$ cat config.mk
export PLATFORM = sky130hd
export DESIGN_NAME = claim_retry_budget_tracker_flat
export DESIGN_NICKNAME = d
export VERILOG_FILES = /design/src/crt_pkg.sv /design/src/crt_if.sv /design/src/claim_retry_budget_tracker.sv /design/src/crt_ram.sv /design/src/crt_dpath.sv /design/src/crt_ctrl.sv /design/src/flat_wrapper.sv
export SDC_FILE = /design/constraint.sdc
export NUM_CORES = 1
export LEC_CHECK = 0
export ABC_CLOCK_PERIOD_IN_PS = 11600
export BUFFER_PORTS_ARGS = -buffer_cell sky130_fd_sc_hd__buf_2
export CAP_MARGIN = 25
export CORE_MARGIN = 8
export CORE_UTILIZATION = 59
export DETAILED_ROUTE_END_ITERATION = 10
export PLACE_DENSITY_LB_ADDON = 0.2
export RECOVER_POWER = 100
export SLEW_MARGIN = 20
export SYNTH_ARGS = -nofsm -noshare
export SYNTH_HDL_FRONTEND = slang
export SYNTH_SLANG_ARGS = --single-unit
$ cat constraint.sdc
create_clock -name clk -period 11.6 [get_ports clk]
set_input_delay 2.32 -clock clk [delete_from_list [all_inputs] [get_ports clk]]
set_output_delay 2.32 -clock clk [all_outputs]
set_load 0.05 [all_outputs]
$ cat src/crt_pkg.sv
// Shared constants, types and helper functions for the claim retry budget tracker.
// No dependencies; every other file in src except crt_ram imports this package.
package crt_pkg;

  // Ring geometry
  localparam int RING_DEPTH = 8;
  localparam int FILL_W     = $clog2(RING_DEPTH + 1);
  localparam int ADDR_W     = (RING_DEPTH > 1) ? $clog2(RING_DEPTH) : 1;
  localparam int SUM_W      = $clog2(RING_DEPTH + 8) + 1;

  // Field widths
  localparam int CMD_W    = 2;
  localparam int OP_W     = 2;
  localparam int KEY_W    = 64;
  localparam int CH_W     = 64;
  localparam int ARM_W    = 2;
  localparam int CAUSE_W  = 2;
  localparam int IDX_W    = 3;
  localparam int BUDGET_W = 8;
  localparam int HELD_W   = 4;
  localparam int ENTRY_W  = CH_W + ARM_W + CAUSE_W;

  // Configuration port
  localparam int CFG_ADDR_W = 3;
  localparam int CFG_DATA_W = 32;
  localparam logic [0:0]          REG_RETRY_BUDGET = 1'b0;
  localparam logic [BUDGET_W-1:0] BUDGET_RESET     = 8'd8;

  typedef enum logic [CMD_W-1:0] {
    CMD_REFUSE = 2'd0,
    CMD_RESET  = 2'd1,
    CMD_READ   = 2'd2,
    CMD_SPARE  = 2'd3
  } cmd_t;

  // Commands from controller to datapath
  typedef struct packed {
    logic latch_in;
    logic begin_op;
    logic clear_all;
    logic rd_entry;
    logic rd_search;
    logic search_inc;
    logic wr_match;
    logic wr_new;
    logic count_inc;
    logic load_out;
  } dp_ctrl_t;

  // Status from datapath to controller
  typedef struct packed {
    cmd_t cmd;
    logic refusal;
    logic present;
    logic search_more;
    logic match;
  } dp_stat_t;

  // Physical ring slot of logical position off, counted from the oldest slot head
  function automatic logic [ADDR_W-1:0] wrap_addr(input logic [ADDR_W-1:0] head,
                                                  input logic [SUM_W-1:0]  off);
    logic [SUM_W-1:0] sum;
    sum = SUM_W'(head) + off;
    if (sum >= SUM_W'(RING_DEPTH)) begin
      sum = sum - SUM_W'(RING_DEPTH);
    end
    return sum[ADDR_W-1:0];
  endfunction

endpackage

$ cat src/crt_if.sv
// Valid/ready channel interfaces for the tracker's command and result transactions.
// Depends on crt_pkg for field widths.
interface crt_in_if;
  import crt_pkg::*;

  logic                 valid;
  logic                 ready;
  logic [CMD_W-1:0]     cmd;
  logic [OP_W-1:0]      operation;
  logic [KEY_W-1:0]     key_id;
  logic [CH_W-1:0]      channel_id;
  logic                 channel_present;
  logic [ARM_W-1:0]     arm;
  logic [CAUSE_W-1:0]   cause;
  logic [IDX_W-1:0]     entry_index;

  modport source (
    output valid, cmd, operation, key_id, channel_id, channel_present, arm, cause,
           entry_index,
    input  ready
  );
  modport sink (
    input  valid, cmd, operation, key_id, channel_id, channel_present, arm, cause,
           entry_index,
    output ready
  );
endinterface

interface crt_out_if;
  import crt_pkg::*;

  logic                 valid;
  logic                 ready;
  logic                 exhausted;
  logic [BUDGET_W-1:0]  refusal_count;
  logic [HELD_W-1:0]    entries_held;
  logic                 entry_valid;
  logic [CH_W-1:0]      entry_channel;
  logic [ARM_W-1:0]     entry_arm;
  logic [CAUSE_W-1:0]   entry_cause;

  modport source (
    output valid, exhausted, refusal_count, entries_held, entry_valid, entry_channel,
           entry_arm, entry_cause,
    input  ready
  );
  modport sink (
    input  valid, exhausted, refusal_count, entries_held, entry_valid, entry_channel,
           entry_arm, entry_cause,
    output ready
  );
endinterface

$ cat src/claim_retry_budget_tracker.sv
// Claim retry budget tracker top level: configuration register, controller and datapath.
// Depends on crt_pkg, crt_if, crt_ram, crt_dpath and crt_ctrl.
//
// Usage:
//   in_chan carries one command transaction: record a refused claim, reset after a
//   successful claim, or read one slot of the ring of refusing {channel, arm} pairs.
//   out_chan returns exactly one result transaction per command.
//   The cfg_ APB port holds retry_budget at byte address 0 (reset value 8); write it
//   only while no command is in flight.
// Sequence (states of crt_ctrl), one command at a time:
//   reset, read, unused and ignored commands: decode, result; refusal without a channel:
//   decode, count, result. Each held entry compared takes a read and a compare step on
//   the single registered RAM read port; a match rewrites that entry, else the pair is
//   appended, then count and result; the next command is accepted after the result loads.
// Reset:
//   rst_n is synchronous; it clears the budget to 8, the count, the operation and the
//   ring fill. Ring contents are not cleared: only filled slots reach a result or a compare.
// Stall:
//   The result waits in an output register; the next command is accepted meanwhile,
//   and its own result is held back until the waiting one is taken.
module claim_retry_budget_tracker (
  input  logic                            clk,
  input  logic                            rst_n,
  crt_in_if.sink                          in_chan,
  crt_out_if.source                       out_chan,
  input  logic                            cfg_psel,
  input  logic                            cfg_penable,
  input  logic                            cfg_pwrite,
  input  logic [crt_pkg::CFG_ADDR_W-1:0]  cfg_paddr,
  input  logic [crt_pkg::CFG_DATA_W-1:0]  cfg_pwdata,
  output logic [crt_pkg::CFG_DATA_W-1:0]  cfg_prdata,
  output logic                            cfg_pready
);
  import crt_pkg::*;

  logic [BUDGET_W-1:0] budget_r;
  logic                cfg_sel_budget;
  logic                in_ready;
  logic                out_valid;
  dp_ctrl_t            ctl;
  dp_stat_t            stat;

  // Configuration register
  assign cfg_sel_budget = (cfg_paddr[CFG_ADDR_W-1:2] == REG_RETRY_BUDGET);
  assign cfg_pready     = 1'b1;
  assign cfg_prdata     = cfg_sel_budget ? CFG_DATA_W'(budget_r) : '0;

  always_ff @(posedge clk) begin
    if (!rst_n) begin
      budget_r <= BUDGET_RESET;
    end else if (cfg_psel && cfg_penable && cfg_pwrite && cfg_pready && cfg_sel_budget) begin
      budget_r <= cfg_pwdata[BUDGET_W-1:0];
    end
  end

  crt_ctrl u_ctrl (
    .clk       (clk),
    .rst_n     (rst_n),
    .in_valid  (in_chan.valid),
    .in_ready  (in_ready),
    .out_valid (out_valid),
    .out_ready (out_chan.ready),
    .ctl       (ctl),
    .stat      (stat)
  );

  crt_dpath u_dpath (
    .clk               (clk),
    .rst_n             (rst_n),
    .ctl               (ctl),
    .stat              (stat),
    .budget            (budget_r),
    .i_cmd             (in_chan.cmd),
    .i_operation       (in_chan.operation),
    .i_key_id          (in_chan.key_id),
    .i_channel_id      (in_chan.channel_id),
    .i_channel_present (in_chan.channel_present),
    .i_arm             (in_chan.arm),
    .i_cause           (in_chan.cause),
    .i_entry_index     (in_chan.entry_index),
    .o_exhausted       (out_chan.exhausted),
    .o_refusal_count   (out_chan.refusal_count),
    .o_entries_held    (out_chan.entries_held),
    .o_entry_valid     (out_chan.entry_valid),
    .o_entry_channel   (out_chan.entry_channel),
    .o_entry_arm       (out_chan.entry_arm),
    .o_entry_cause     (out_chan.entry_cause)
  );

  assign in_chan.ready  = in_ready;
  assign out_chan.valid = out_valid;

  // One command at a time: no acceptance in the cycle after an acceptance
  a_single_cmd: assert property (@(posedge clk) disable iff (!rst_n)
    in_chan.valid && in_ready |=> !in_ready)
    else $error("command accepted while previous one in progress");

  // Entry fields are zero unless a read hit a held slot
  a_entry_zero: assert property (@(posedge clk) disable iff (!rst_n)
    out_valid && !out_chan.entry_valid |->
      (out_chan.entry_channel == '0) && (out_chan.entry_arm == '0)
      && (out_chan.entry_cause == '0))
    else $error("entry fields nonzero without a valid entry");

  // No result straight out of reset
  a_reset_quiet: assert property (@(posedge clk)
    !rst_n |=> !out_valid && in_ready)
    else $error("result pending or busy after reset");

endmodule

$ cat src/crt_ram.sv
// Generic single-write, single-read RAM with registered read data.
// No package dependency.
module crt_ram #(
  parameter int WIDTH = 8,
  parameter int DEPTH = 8
) (
  input  logic                                     clk,
  input  logic                                     we,
  input  logic [((DEPTH > 1) ? $clog2(DEPTH) : 1)-1:0] waddr,
  input  logic [WIDTH-1:0]                         wdata,
  input  logic                                     re,
  input  logic [((DEPTH > 1) ? $clog2(DEPTH) : 1)-1:0] raddr,
  output logic [WIDTH-1:0]                         rdata
);

  logic [WIDTH-1:0] mem [DEPTH];

  // Write port
  always_ff @(posedge clk) begin
    if (we) begin
      mem[waddr] <= wdata;
    end
  end

  // Registered read port
  always_ff @(posedge clk) begin
    if (re) begin
      rdata <= mem[raddr];
    end
  end

endmodule

$ cat src/crt_dpath.sv
// Datapath: input capture, operation/count registers, ring pointers, ring RAM and result register.
// Depends on crt_pkg and crt_ram; driven by commands from crt_ctrl.
module crt_dpath (
  input  logic                          clk,
  input  logic                          rst_n,
  input  crt_pkg::dp_ctrl_t             ctl,
  output crt_pkg::dp_stat_t             stat,
  input  logic [crt_pkg::BUDGET_W-1:0]  budget,
  input  logic [crt_pkg::CMD_W-1:0]     i_cmd,
  input  logic [crt_pkg::OP_W-1:0]      i_operation,
  input  logic [crt_pkg::KEY_W-1:0]     i_key_id,
  input  logic [crt_pkg::CH_W-1:0]      i_channel_id,
  input  logic                          i_channel_present,
  input  logic [crt_pkg::ARM_W-1:0]     i_arm,
  input  logic [crt_pkg::CAUSE_W-1:0]   i_cause,
  input  logic [crt_pkg::IDX_W-1:0]     i_entry_index,
  output logic                          o_exhausted,
  output logic [crt_pkg::BUDGET_W-1:0]  o_refusal_count,
  output logic [crt_pkg::HELD_W-1:0]    o_entries_held,
  output logic                          o_entry_valid,
  output logic [crt_pkg::CH_W-1:0]      o_entry_channel,
  output logic [crt_pkg::ARM_W-1:0]     o_entry_arm,
  output logic [crt_pkg::CAUSE_W-1:0]   o_entry_cause
);
  import crt_pkg::*;

  // Captured transaction
  cmd_t               cmd_r;
  logic [OP_W-1:0]    op_r;
  logic [KEY_W-1:0]   key_r;
  logic [CH_W-1:0]    ch_r;
  logic               present_r;
  logic [ARM_W-1:0]   arm_r;
  logic [CAUSE_W-1:0] cause_r;
  logic [IDX_W-1:0]   idx_r;

  // Tracking state
  logic [OP_W-1:0]     cur_op_r;
  logic [KEY_W-1:0]    cur_key_r;
  logic [BUDGET_W-1:0] count_r;
  logic [FILL_W-1:0]   fill_r;
  logic [ADDR_W-1:0]   head_r;

  // Search state
  logic [FILL_W-1:0]   si_r;
  logic [ADDR_W-1:0]   addr_r;

  // Result register
  logic                exh_r;
  logic [BUDGET_W-1:0] cnt_out_r;
  logic [HELD_W-1:0]   held_r;
  logic                ev_r;
  logic [CH_W-1:0]     ech_r;
  logic [ARM_W-1:0]    earm_r;
  logic [CAUSE_W-1:0]  ecause_r;

  logic                new_op;
  logic                ring_full;
  logic                hit;
  logic                exh;
  logic                rd_en;
  logic [ADDR_W-1:0]   rd_addr;
  logic                wr_en;
  logic [ADDR_W-1:0]   wr_addr;
  logic [ENTRY_W-1:0]  wr_data;
  logic [ENTRY_W-1:0]  rd_data;

  // Capture the accepted transaction
  always_ff @(posedge clk) begin
    if (ctl.latch_in) begin
      cmd_r     <= cmd_t'(i_cmd);
      op_r      <= i_operation;
      key_r     <= i_key_id;
      ch_r      <= i_channel_id;
      present_r <= i_channel_present;
      arm_r     <= i_arm;
      cause_r   <= i_cause;
      idx_r     <= i_entry_index;
    end
  end

  assign new_op    = (cur_op_r != op_r) || (cur_key_r != key_r);
  assign ring_full = (fill_r >= FILL_W'(RING_DEPTH));

  // Operation, count and ring pointers
  always_ff @(posedge clk) begin
    if (!rst_n) begin
      cur_op_r  <= '0;
      cur_key_r <= '0;
      count_r   <= '0;
      fill_r    <= '0;
      head_r    <= '0;
    end else begin
      if (ctl.clear_all || (ctl.begin_op && new_op)) begin
        cur_op_r  <= ctl.clear_all ? '0 : op_r;
        cur_key_r <= ctl.clear_all ? '0 : key_r;
        count_r   <= '0;
        fill_r    <= '0;
        head_r    <= '0;
      end
      if (ctl.wr_new) begin
        if (ring_full) begin
          head_r <= wrap_addr(head_r, SUM_W'(1));
        end else begin
          fill_r <= fill_r + FILL_W'(1);
        end
      end
      if (ctl.count_inc && (count_r < budget)) begin
        count_r <= count_r + BUDGET_W'(1);
      end
    end
  end

  // Walk the ring from the oldest entry
  always_ff @(posedge clk) begin
    if (ctl.begin_op) begin
      si_r <= '0;
    end else if (ctl.search_inc) begin
      si_r <= si_r + FILL_W'(1);
    end
    if (ctl.rd_search) begin
      addr_r <= rd_addr;
    end
  end

  // Ring RAM access
  assign rd_en   = ctl.rd_entry || ctl.rd_search;
  assign rd_addr = ctl.rd_entry ? wrap_addr(head_r, SUM_W'(idx_r))
                                : wrap_addr(head_r, SUM_W'(si_r));
  assign wr_en   = ctl.wr_match || ctl.wr_new;
  assign wr_addr = ctl.wr_match ? addr_r
                 : (ring_full ? head_r : wrap_addr(head_r, SUM_W'(fill_r)));
  assign wr_data = {ch_r, arm_r, cause_r};

  crt_ram #(
    .WIDTH (ENTRY_W),
    .DEPTH (RING_DEPTH)
  ) u_ring (
    .clk   (clk),
    .we    (wr_en),
    .waddr (wr_addr),
    .wdata (wr_data),
    .re    (rd_en),
    .raddr (rd_addr),
    .rdata (rd_data)
  );

  // Status to the controller
  assign stat.cmd         = cmd_r;
  assign stat.refusal     = (cmd_r == CMD_REFUSE) && (op_r != '0);
  assign stat.present     = present_r;
  assign stat.search_more = (si_r < fill_r);
  assign stat.match       = (rd_data[ENTRY_W-1:ARM_W+CAUSE_W] == ch_r)
                         && (rd_data[ARM_W+CAUSE_W-1:CAUSE_W] == arm_r);

  // Result fields
  assign hit = (cmd_r == CMD_READ) && (SUM_W'(idx_r) < SUM_W'(fill_r));
  assign exh = ((cmd_r != CMD_REFUSE) || (op_r != '0)) && (cur_op_r != '0)
            && (count_r >= budget);

  always_ff @(posedge clk) begin
    if (ctl.load_out) begin
      exh_r     <= exh;
      cnt_out_r <= count_r;
      held_r    <= HELD_W'(fill_r);
      ev_r      <= hit;
      ech_r     <= hit ? rd_data[ENTRY_W-1:ARM_W+CAUSE_W] : '0;
      earm_r    <= hit ? rd_data[ARM_W+CAUSE_W-1:CAUSE_W] : '0;
      ecause_r  <= hit ? rd_data[CAUSE_W-1:0] : '0;
    end
  end

  assign o_exhausted     = exh_r;
  assign o_refusal_count = cnt_out_r;
  assign o_entries_held  = held_r;
  assign o_entry_valid   = ev_r;
  assign o_entry_channel = ech_r;
  assign o_entry_arm     = earm_r;
  assign o_entry_cause   = ecause_r;

endmodule

$ cat src/crt_ctrl.sv
// Controller state machine: sequences decode, ring search, ring update, count and result.
// Depends on crt_pkg for the command and status structs.
module crt_ctrl (
  input  logic               clk,
  input  logic               rst_n,
  input  logic               in_valid,
  output logic               in_ready,
  output logic               out_valid,
  input  logic               out_ready,
  output crt_pkg::dp_ctrl_t  ctl,
  input  crt_pkg::dp_stat_t  stat
);
  import crt_pkg::*;

  typedef enum logic [2:0] {
    S_IDLE,
    S_DECODE,
    S_SRCH_RD,
    S_SRCH_CMP,
    S_APPEND,
    S_COUNT,
    S_RESP
  } state_t;

  state_t state_r;
  state_t state_nxt;
  logic   out_valid_r;
  logic   out_valid_nxt;

  // Next state and datapath commands
  always_comb begin
    ctl           = '0;
    state_nxt     = state_r;
    out_valid_nxt = out_valid_r && !out_ready;
    unique case (state_r)
      S_IDLE: begin
        if (in_valid) begin
          ctl.latch_in = 1'b1;
          state_nxt    = S_DECODE;
        end
      end
      S_DECODE: begin
        if (stat.refusal) begin
          ctl.begin_op = 1'b1;
          state_nxt    = stat.present ? S_SRCH_RD : S_COUNT;
        end else begin
          unique case (stat.cmd)
            CMD_RESET: ctl.clear_all = 1'b1;
            CMD_READ:  ctl.rd_entry  = 1'b1;
            default:   ;
          endcase
          state_nxt = S_RESP;
        end
      end
      S_SRCH_RD: begin
        if (stat.search_more) begin
          ctl.rd_search = 1'b1;
          state_nxt     = S_SRCH_CMP;
        end else begin
          state_nxt = S_APPEND;
        end
      end
      S_SRCH_CMP: begin
        if (stat.match) begin
          ctl.wr_match = 1'b1;
          state_nxt    = S_COUNT;
        end else begin
          ctl.search_inc = 1'b1;
          state_nxt      = S_SRCH_RD;
        end
      end
      S_APPEND: begin
        ctl.wr_new = 1'b1;
        state_nxt  = S_COUNT;
      end
      S_COUNT: begin
        ctl.count_inc = 1'b1;
        state_nxt     = S_RESP;
      end
      S_RESP: begin
        // Hold until the result register is free
        if (!out_valid_r || out_ready) begin
          ctl.load_out  = 1'b1;
          out_valid_nxt = 1'b1;
          state_nxt     = S_IDLE;
        end
      end
      default: state_nxt = S_IDLE;
    endcase
  end

  // State and result valid
  always_ff @(posedge clk) begin
    if (!rst_n) begin
      state_r     <= S_IDLE;
      out_valid_r <= 1'b0;
    end else begin
      state_r     <= state_nxt;
      out_valid_r <= out_valid_nxt;
    end
  end

  assign in_ready  = (state_r == S_IDLE);
  assign out_valid = out_valid_r;

endmodule

$ cat src/flat_wrapper.sv
// flat-port wrapper written by rule: the top's interface ports become plain ports
module claim_retry_budget_tracker_flat import crt_pkg::*;
  (clk, rst_n, cfg_psel, cfg_penable, cfg_pwrite, cfg_paddr, cfg_pwdata, cfg_prdata, cfg_pready, in_chan_valid, in_chan_cmd, in_chan_operation, in_chan_key_id, in_chan_channel_id, in_chan_channel_present, in_chan_arm, in_chan_cause, in_chan_entry_index, in_chan_ready, out_chan_valid, out_chan_exhausted, out_chan_refusal_count, out_chan_entries_held, out_chan_entry_valid, out_chan_entry_channel, out_chan_entry_arm, out_chan_entry_cause, out_chan_ready);
  crt_in_if in_chan_i ();
  crt_out_if out_chan_i ();
  input  logic clk;
  input  logic rst_n;
  input  logic cfg_psel;
  input  logic cfg_penable;
  input  logic cfg_pwrite;
  input  logic [crt_pkg::CFG_ADDR_W-1:0] cfg_paddr;
  input  logic [crt_pkg::CFG_DATA_W-1:0] cfg_pwdata;
  output logic [crt_pkg::CFG_DATA_W-1:0] cfg_prdata;
  output logic cfg_pready;
  input wire logic [$bits(in_chan_i.valid)-1:0] in_chan_valid;
  input wire logic [$bits(in_chan_i.cmd)-1:0] in_chan_cmd;
  input wire logic [$bits(in_chan_i.operation)-1:0] in_chan_operation;
  input wire logic [$bits(in_chan_i.key_id)-1:0] in_chan_key_id;
  input wire logic [$bits(in_chan_i.channel_id)-1:0] in_chan_channel_id;
  input wire logic [$bits(in_chan_i.channel_present)-1:0] in_chan_channel_present;
  input wire logic [$bits(in_chan_i.arm)-1:0] in_chan_arm;
  input wire logic [$bits(in_chan_i.cause)-1:0] in_chan_cause;
  input wire logic [$bits(in_chan_i.entry_index)-1:0] in_chan_entry_index;
  output wire logic [$bits(in_chan_i.ready)-1:0] in_chan_ready;
  output wire logic [$bits(out_chan_i.valid)-1:0] out_chan_valid;
  output wire logic [$bits(out_chan_i.exhausted)-1:0] out_chan_exhausted;
  output wire logic [$bits(out_chan_i.refusal_count)-1:0] out_chan_refusal_count;
  output wire logic [$bits(out_chan_i.entries_held)-1:0] out_chan_entries_held;
  output wire logic [$bits(out_chan_i.entry_valid)-1:0] out_chan_entry_valid;
  output wire logic [$bits(out_chan_i.entry_channel)-1:0] out_chan_entry_channel;
  output wire logic [$bits(out_chan_i.entry_arm)-1:0] out_chan_entry_arm;
  output wire logic [$bits(out_chan_i.entry_cause)-1:0] out_chan_entry_cause;
  input wire logic [$bits(out_chan_i.ready)-1:0] out_chan_ready;
  assign in_chan_i.valid = in_chan_valid;
  assign in_chan_i.cmd = in_chan_cmd;
  assign in_chan_i.operation = in_chan_operation;
  assign in_chan_i.key_id = in_chan_key_id;
  assign in_chan_i.channel_id = in_chan_channel_id;
  assign in_chan_i.channel_present = in_chan_channel_present;
  assign in_chan_i.arm = in_chan_arm;
  assign in_chan_i.cause = in_chan_cause;
  assign in_chan_i.entry_index = in_chan_entry_index;
  assign in_chan_ready = in_chan_i.ready;
  assign out_chan_valid = out_chan_i.valid;
  assign out_chan_exhausted = out_chan_i.exhausted;
  assign out_chan_refusal_count = out_chan_i.refusal_count;
  assign out_chan_entries_held = out_chan_i.entries_held;
  assign out_chan_entry_valid = out_chan_i.entry_valid;
  assign out_chan_entry_channel = out_chan_i.entry_channel;
  assign out_chan_entry_arm = out_chan_i.entry_arm;
  assign out_chan_entry_cause = out_chan_i.entry_cause;
  assign out_chan_i.ready = out_chan_ready;
  claim_retry_budget_tracker u_core (.clk(clk), .rst_n(rst_n), .in_chan(in_chan_i), .out_chan(out_chan_i), .cfg_psel(cfg_psel), .cfg_penable(cfg_penable), .cfg_pwrite(cfg_pwrite), .cfg_paddr(cfg_paddr), .cfg_pwdata(cfg_pwdata), .cfg_prdata(cfg_prdata), .cfg_pready(cfg_pready));
endmodule
[Word level (Yosys, flattened, before mapping)]
Memory sizes are Yosys's and may differ from the RTL's. A register that Yosys moved wholly into a read port is not among the register bits.
Cells that the tools add are included.
Operators by class
  $add $sub $neg: 11
  $lt $le $gt $ge: 9
  eq/ne operators: 14
  muxes and demuxes: 45
  bitwise operators: 1
  reduce and logical (&&, ||, !) cells: 26
Operators with widths (count)
  equality test 64 bit: 1
  two-way mux 64 bit: 1
  != test 64 bit: 1
  two-way mux 3 bit: 17
  two-way mux 8 bit: 3
  one-hot mux 3 bit (7 select lines): 1
  two-way mux 1 bit: 17
  >= comparator 4 bit (second input constant): 3
  two-way mux 4 bit: 3
  subtractor 3 x 1 -> 3 bit (second input constant): 4
  logical AND 1 bit: 11
  adder 3 x 4 -> 5 bit: 2
  >= comparator 5 x 4 -> 1 bit (second input constant): 2
  equality test 3 bit (second input constant): 3
  adder 4 x 1 -> 4 bit (second input constant): 2
  adder 8 x 1 -> 8 bit (second input constant): 1
  >= comparator 8 bit: 1
  less-than comparator 8 bit: 1
  nonzero test 2 bit: 4
  equality test 3 x 2 -> 1 bit (second input constant): 2
  logical OR 1 bit: 6
  two-way mux 2 bit: 3
  adder 3 x 1 -> 4 bit (second input constant): 1
  adder 3 x 3 -> 4 bit: 1
  13 further kinds: 15
Storage, ports and cells
  bits in registers: 322
  RAM bits: 544
  logic and storage cells: 132
  memories: 1
Memories
  u_core.u_dpath.u_ring.mem: depth 8, width 68, rd ports 1, clocked after memory_dff 1, wr ports 1, RTL line crt_ram.sv:16  | logic [WIDTH-1:0] mem [DEPTH];

[Longest topological paths before layout]
  word-level depth: 9
  mapped depth: 13
  gate-level depth less buffers: 10

[Modules after synthesis]
Synthesis repeated with hierarchy kept, for this count alone.
Unflattened totals
  cell total of the unflattened synthesis: 1936
  area total of the unflattened synthesis: 36237.3 µm²
Modules (own cells, without submodules)
  crt_ram: times used 1, cells each 867, area an instance 22477.8 µm², seq. area each 18377.6 µm²
  crt_dpath: times used 1, cells each 952, area an instance 12802.3 µm², seq. area each 8458.1 µm²
  claim_retry_budget_tracker: times used 1, cells each 70, area an instance 595.6 µm², seq. area each 160.2 µm²
  crt_ctrl: times used 1, cells each 47, area an instance 361.6 µm², seq. area each 80.1 µm²

[Least setup slack after synthesis]
OpenSTA, ideal clock, no wires.
  path kind: register to register
  start: register u_core.u_dpath.ch_r[51]
  end: memory u_core.u_dpath.u_ring.mem[0][0] (netlist name) (enable)
  setup time: 0.679 ns
  arrival: 8.366 ns
  required time: 10.921 ns
  slack: 2.555 ns
  stages on the path, launching flop included: 8
  path buffers: 0
  cell sequence: edfxtp_1 -> xnor2_1 -> nand4_1 -> nor4_1 -> nand4_1 -> nor2_1 -> nand2_1 -> o41ai_1
On the way
  cells in the longest elaborated chain, start to end: 7
  elaborated cells between the ends (all ways): 8
Ends and longest elaborated chain
  from (decl): RTL line crt_dpath.sv:31  | logic [CH_W-1:0] ch_r;
  from (signal assigned): RTL line crt_dpath.sv:74  | ch_r <= i_channel_id;
  equality test 64 bit (*): RTL line crt_dpath.sv:153  | assign stat.match = (rd_data[ENTRY_W-1:ARM_W+CAUSE_W] == ch_r)
  logical AND 1 bit (*): RTL line crt_dpath.sv:154  | && (rd_data[ARM_W+CAUSE_W-1:CAUSE_W] == arm_r);
  two-way mux 1 bit (*): RTL line crt_ctrl.sv:64  | if (stat.match) begin
  two-way mux 2 bit (*): RTL line crt_ctrl.sv:35  | unique case (state_r)
  logical OR 1 bit: RTL line crt_dpath.sv:130  | assign wr_en = ctl.wr_match || ctl.wr_new;
  two-way mux 1 bit: RTL line crt_ram.sv:20  | if (we) begin
  two-way mux 1 bit (implied by the code): RTL line crt_ram.sv:21  | mem[waddr] <= wdata;
  to (decl): RTL line crt_ram.sv:16
Mark *: on every way between the ends. The rest lies on a longest branch, timed or not.

[Worst setup path in the final report]
  start: register u_core.u_dpath.ch_r[25]
  end: memory u_core.u_dpath.u_ring.mem[4][18] (netlist name) (enable)
The elaborated chain is that of the path after synthesis.

==> impl_summary.md <==
Place
At the placement stage, the worst setup path has a slack of 6.15 ns. At the end of routability-driven placement, the weighted congestion stood at 0.816. The HPWL after detailed placement is 44200 um. The count of buffers inserted at the top-level ports is 247.

STA
Across all setup checks in the final design, the least slack found is 3.69 ns. The smallest hold slack is 0.463 ns. Subtracting the final worst setup slack from the clock period gives 7.91 ns.

The final count of hold timing violations was 0. The maximum operating frequency is 0.126 GHz. The worst-case headroom to the max-slew limit is -1.81. The final-report setup violation count is 0.

The setup TNS after final layout is 0 ns. At the pin with the least slew margin, the transition time is 4.22 ns. Setup repair after global routing left no endpoint under its margin. The setup clock skew after layout is 0.0297 ns. The share of the clock period used by the worst path is 0.682. The number of max-slew violations in the final report is 871.

Synthesis
Yosys mapped the design onto 56 distinct sky130hd cell types. The count of synthesis-stage warnings from yosys is 0. Counting flops with an async set or reset pin after synthesis yields a share of 0. The synthesized design contains 837 enable-type register cells. The post-synthesis cell count is 1877. The sequential fraction of the synthesis area is 0.752. The mapped netlist covers 0.0360 mm2.

The main flop type after synthesis is sky130_fd_sc_hd__edfxtp_1. The total of flip-flops plus latches after synthesis is 934. A synthesized cell averages 19.2 um2.

Min path
The worst hold path was traced through 2 stages. The worst hold path belongs to the class reg -> reg. In this run the most critical hold path is launched from u_core.budget_r[4]$_SDFFE_PN0P_. The endpoint of the worst hold path is u_core.budget_r[4]$_SDFFE_PN0P_.

Worst setup path
Data on the critical path arrives at its endpoint at 8.08 ns. STA classifies the critical path endpoint as a flop. The startpoint-to-endpoint class of the critical path is reg -> reg.

The kind of start point of the critical path is a flop. In this run the register-to-register setup slack is 3.69 ns. The highest net fanout along the worst path is 41.

The startpoint of the worst setup timing path is u_core.u_dpath.ch_r[25]$_DFFE_PP_. The worst register-to-register path begins at u_core.u_dpath.ch_r[25]$_DFFE_PP_. At the worst endpoint, the required time is 11.77 ns. The cell depth of the worst flop-to-flop path is 10. The reg-to-reg endpoint is u_core.u_dpath.u_ring.mem[4][18]$_DFFE_PP_.

Clock network
After clock tree synthesis, the repair step resized 0 gates. The buffer count from post-CTS setup fixing is 0. After clock tree synthesis, the clock-pin slew on the worst setup and hold paths is 0.06 ns. The clock net in this run drives a total of 934 sinks. The number of hold-repair buffers added at the cts stage is 0. The number of buffers between clock root and the deepest sink is 3.

For the worst-skew pair, the clock arrives at the later sink with an insertion delay of 0.64 ns. The number of buffers created by CTS is 91. The clock tree root buffer cell is sky130_fd_sc_hd__clkbuf_16. TritonCTS built the clock tree. The deepest level of the CTS H-tree is 3.

Pwr
Of the total power, combinational logic draws 0.181. The clock network power share is 0.317. The switching share of power is 0.264. The design internal power is 0.00663 W.

The leakage power is 12.9 nW. IR analysis of the VDD net gives a maximum drop of 0.157 mV. Of the total power, registers draw 0.502. The overall power after layout is 0.00901 W. The switching power summed over all nets is 0.00238 W. The power per cell area is 222 mW/mm2.

GRT
The number of antenna violations at the first check in global routing was 3. The combined global-route utilization of all metal layers is 0.219. The pin count of the biggest net entering global routing is 78.

The first global-routing pass estimated 115000 um of wire. The sum of overflow across all layers after global routing is 0. The via count of the first global-routing pass is 18846.

Floorplanning
The die is 263 um wide. For this configuration, the core starts out at a cell density of 0.596. The floorplan step defined a core boundary enclosing 0.0604 mm2. The vertical die dimension is 263 um. The number of core rows is 90.

The total die area is 0.0692 mm2. The number of placed I/O pins is 299.

Layout
The most common cell after layout, fill and taps aside is sky130_fd_sc_hd__edfxtp_1. The area growth from synthesis to layout is 12.9%. The layout has 4008 filler cells. The library cells used most frequently in the layout, excluding fill and tap cells, are sky130_fd_sc_hd__edfxtp_1 (837), sky130_fd_sc_hd__clkbuf_1 (165), sky130_fd_sc_hd__xnor2_1 (127), sky130_fd_sc_hd__buf_2 (127), sky130_fd_sc_hd__mux4_2 (116). The share of the core filled with cells is 0.673. The final net count is 2380.

The fraction of layout instances using a drive strength above 1 is 0.202.

Route
In this run, the number of DRC markers left after iteration 0 of detailed routing was 1542. After detailed routing, the average wire length per cell comes to 25.3 um. The detail-routed via count per cell is 5.93. Summed over all layers, the routed wires come to 76600 um. The detailed-router iteration count before antenna repair is 5. In the routed design, unresolved DRC markers number 0.

The detail route stage leaves a number of antenna-violating nets equal to 0. The via total after detailed routing is 17983.

Outcome
The final reports fail on max-capacitance violations, max-slew violations. The flow ran to the end, but the final reports show violations.

Job
The reported max-cap violation count is 23.
[per-layer routing]
| metal | GRT usage | share of wire |
|---|---|---|
| met5 | 0 | 0 |
| met4 | 0.0641 | 0.023 |
| met3 | 0.0431 | 0.069 |
| met2 | 0.361 | 0.49 |
| met1 | 0.297 | 0.42 |
[power by group through the flow]
stage                     clock, W  combinational, W  sequential [W]
after floorplan                  0           0.00122         0.00454
after global placement           0           0.00163         0.00453
after detailed placement         0           0.00165         0.00456
after CTS                  0.00291           0.00166         0.00449
after global routing       0.00303           0.00175         0.00456
final                      0.00286           0.00163         0.00452
[cell type report]
class	count	area, um2	area share
Sequential cell	934	27100	0.666
Multi-Input combinational cell	848	8330	0.205
Clock buffer	119	2490	0.0612
Timing Repair Buffer	279	1260	0.0311
Tap cell	782	978	0.0241
Clock inverter	46	410	0.0101
Inverter	22	82.6	0.00203
Antenna cell	1	2.50	0.0000616
[synth_stat cells (all sizes together) (2+ instances only)]
master | number | area share
edfxtp | 837 | 0.70
clkbuf | 40 | 0.0042
buf | 56 | 0.012
nor2 | 99 | 0.011
o21a | 3 | 0.00063
inv | 22 | 0.0023
o21ai | 22 | 0.0031
nor3 | 13 | 0.0018
mux4 | 136 | 0.087
fa | 2 | 0.0011
nand2 | 33 | 0.0034
conb | 2 | 0.00021
o22ai | 2 | 0.00035
dfxtp | 97 | 0.054
and2 | 69 | 0.012
a31oi | 3 | 0.00052
nor3b | 2 | 0.00056
ha | 20 | 0.0070
a21o | 2 | 0.00042
mux2i | 68 | 0.019
xor2 | 13 | 0.0032
nor4 | 9 | 0.0016
nand3 | 23 | 0.0032
nand2b | 7 | 0.0014
nand3b | 4 | 0.0012
nand4 | 39 | 0.0068
xnor2 | 128 | 0.031
and3 | 4 | 0.00070
a21oi | 20 | 0.0028
mux2 | 70 | 0.022
o221a | 5 | 0.0016
o211ai | 4 | 0.00083
o41ai | 4 | 0.00097
nor2b | 6 | 0.0010
[registers in the layout (all words and copies together), names as in the netlist, 3 cells and up]
register and cells:
u_core.u_dpath.cur_key_r 64, u_core.u_dpath.idx_r 3, u_core.u_dpath.fill_r 4, u_core.u_dpath.count_r 8, u_core.u_dpath.head_r 3, u_core.u_ctrl.state_r 3, u_core.u_dpath.o_entries_held 4, u_core.u_dpath.addr_r 3
u_core.u_dpath.u_ring.rdata 68, u_core.u_dpath.ch_r 64, u_core.u_dpath.u_ring.mem 544, u_core.u_dpath.si_r 4, u_core.u_dpath.o_entry_channel 64, u_core.u_dpath.o_refusal_count 8, u_core.u_dpath.key_r 64, u_core.budget_r 8
[worst max-delay path by stage]
stage,depth (start not counted),to
floorplan,7,u_core.u_dpath.u_ring.mem[0][0]$_DFFE_PP_
global placement,9,u_core.u_dpath.u_ring.rdata[19]$_DFFE_PP_
detailed placement,9,u_core.u_dpath.u_ring.mem[4][21]$_DFFE_PP_
CTS,9,u_core.u_dpath.u_ring.mem[4][18]$_DFFE_PP_
global route,10,u_core.u_dpath.u_ring.mem[4][18]$_DFFE_PP_
finish,10,u_core.u_dpath.u_ring.mem[4][18]$_DFFE_PP_
[worst max-delay path, cell delays in order, from the launching register on]
cell and delay [ns]:
sky130_fd_sc_hd__edfxtp_1 0.52, sky130_fd_sc_hd__xnor2_1 0.52, sky130_fd_sc_hd__nand4_1 0.22, sky130_fd_sc_hd__nor4_1 0.53, sky130_fd_sc_hd__nand3_1 0.29, sky130_fd_sc_hd__nor2_1 0.21, sky130_fd_sc_hd__nand2_1 0.27, sky130_fd_sc_hd__o41ai_1 0.95
sky130_fd_sc_hd__clkbuf_1 0.30, sky130_fd_sc_hd__clkbuf_1 1.33, sky130_fd_sc_hd__clkbuf_1 2.27
[through the flow]
| stage | instances | area, um2 |
|---|---|---|
| after floorplan | 1900 | 36100 |
| after global placement | 2859 | 38000 |
| after detailed placement | 2860 | 38100 |
| after CTS | 3025 | 41000 |
| after global routing | 3031 | 40600 |
| final | 3031 | 40600 |
[cells by family (layout without fill, tap and decap cells)]
logic type	after synthesis	in the layout	share of synthesized area
AND/OR/NAND/NOR	314	314	0.0456
XOR/XNOR	141	141	0.0343
AO/OA/AOI/OAI	72	72	0.0129
flip-flops	934	934	0.752
other	2	26	0.000209
multiplexers	274	274	0.128
adder cells (fa/ha/maj)	22	22	0.00807
buffers and inverters	118	466	0.0185
Note: power is estimated with default switching activity, not from simulation.
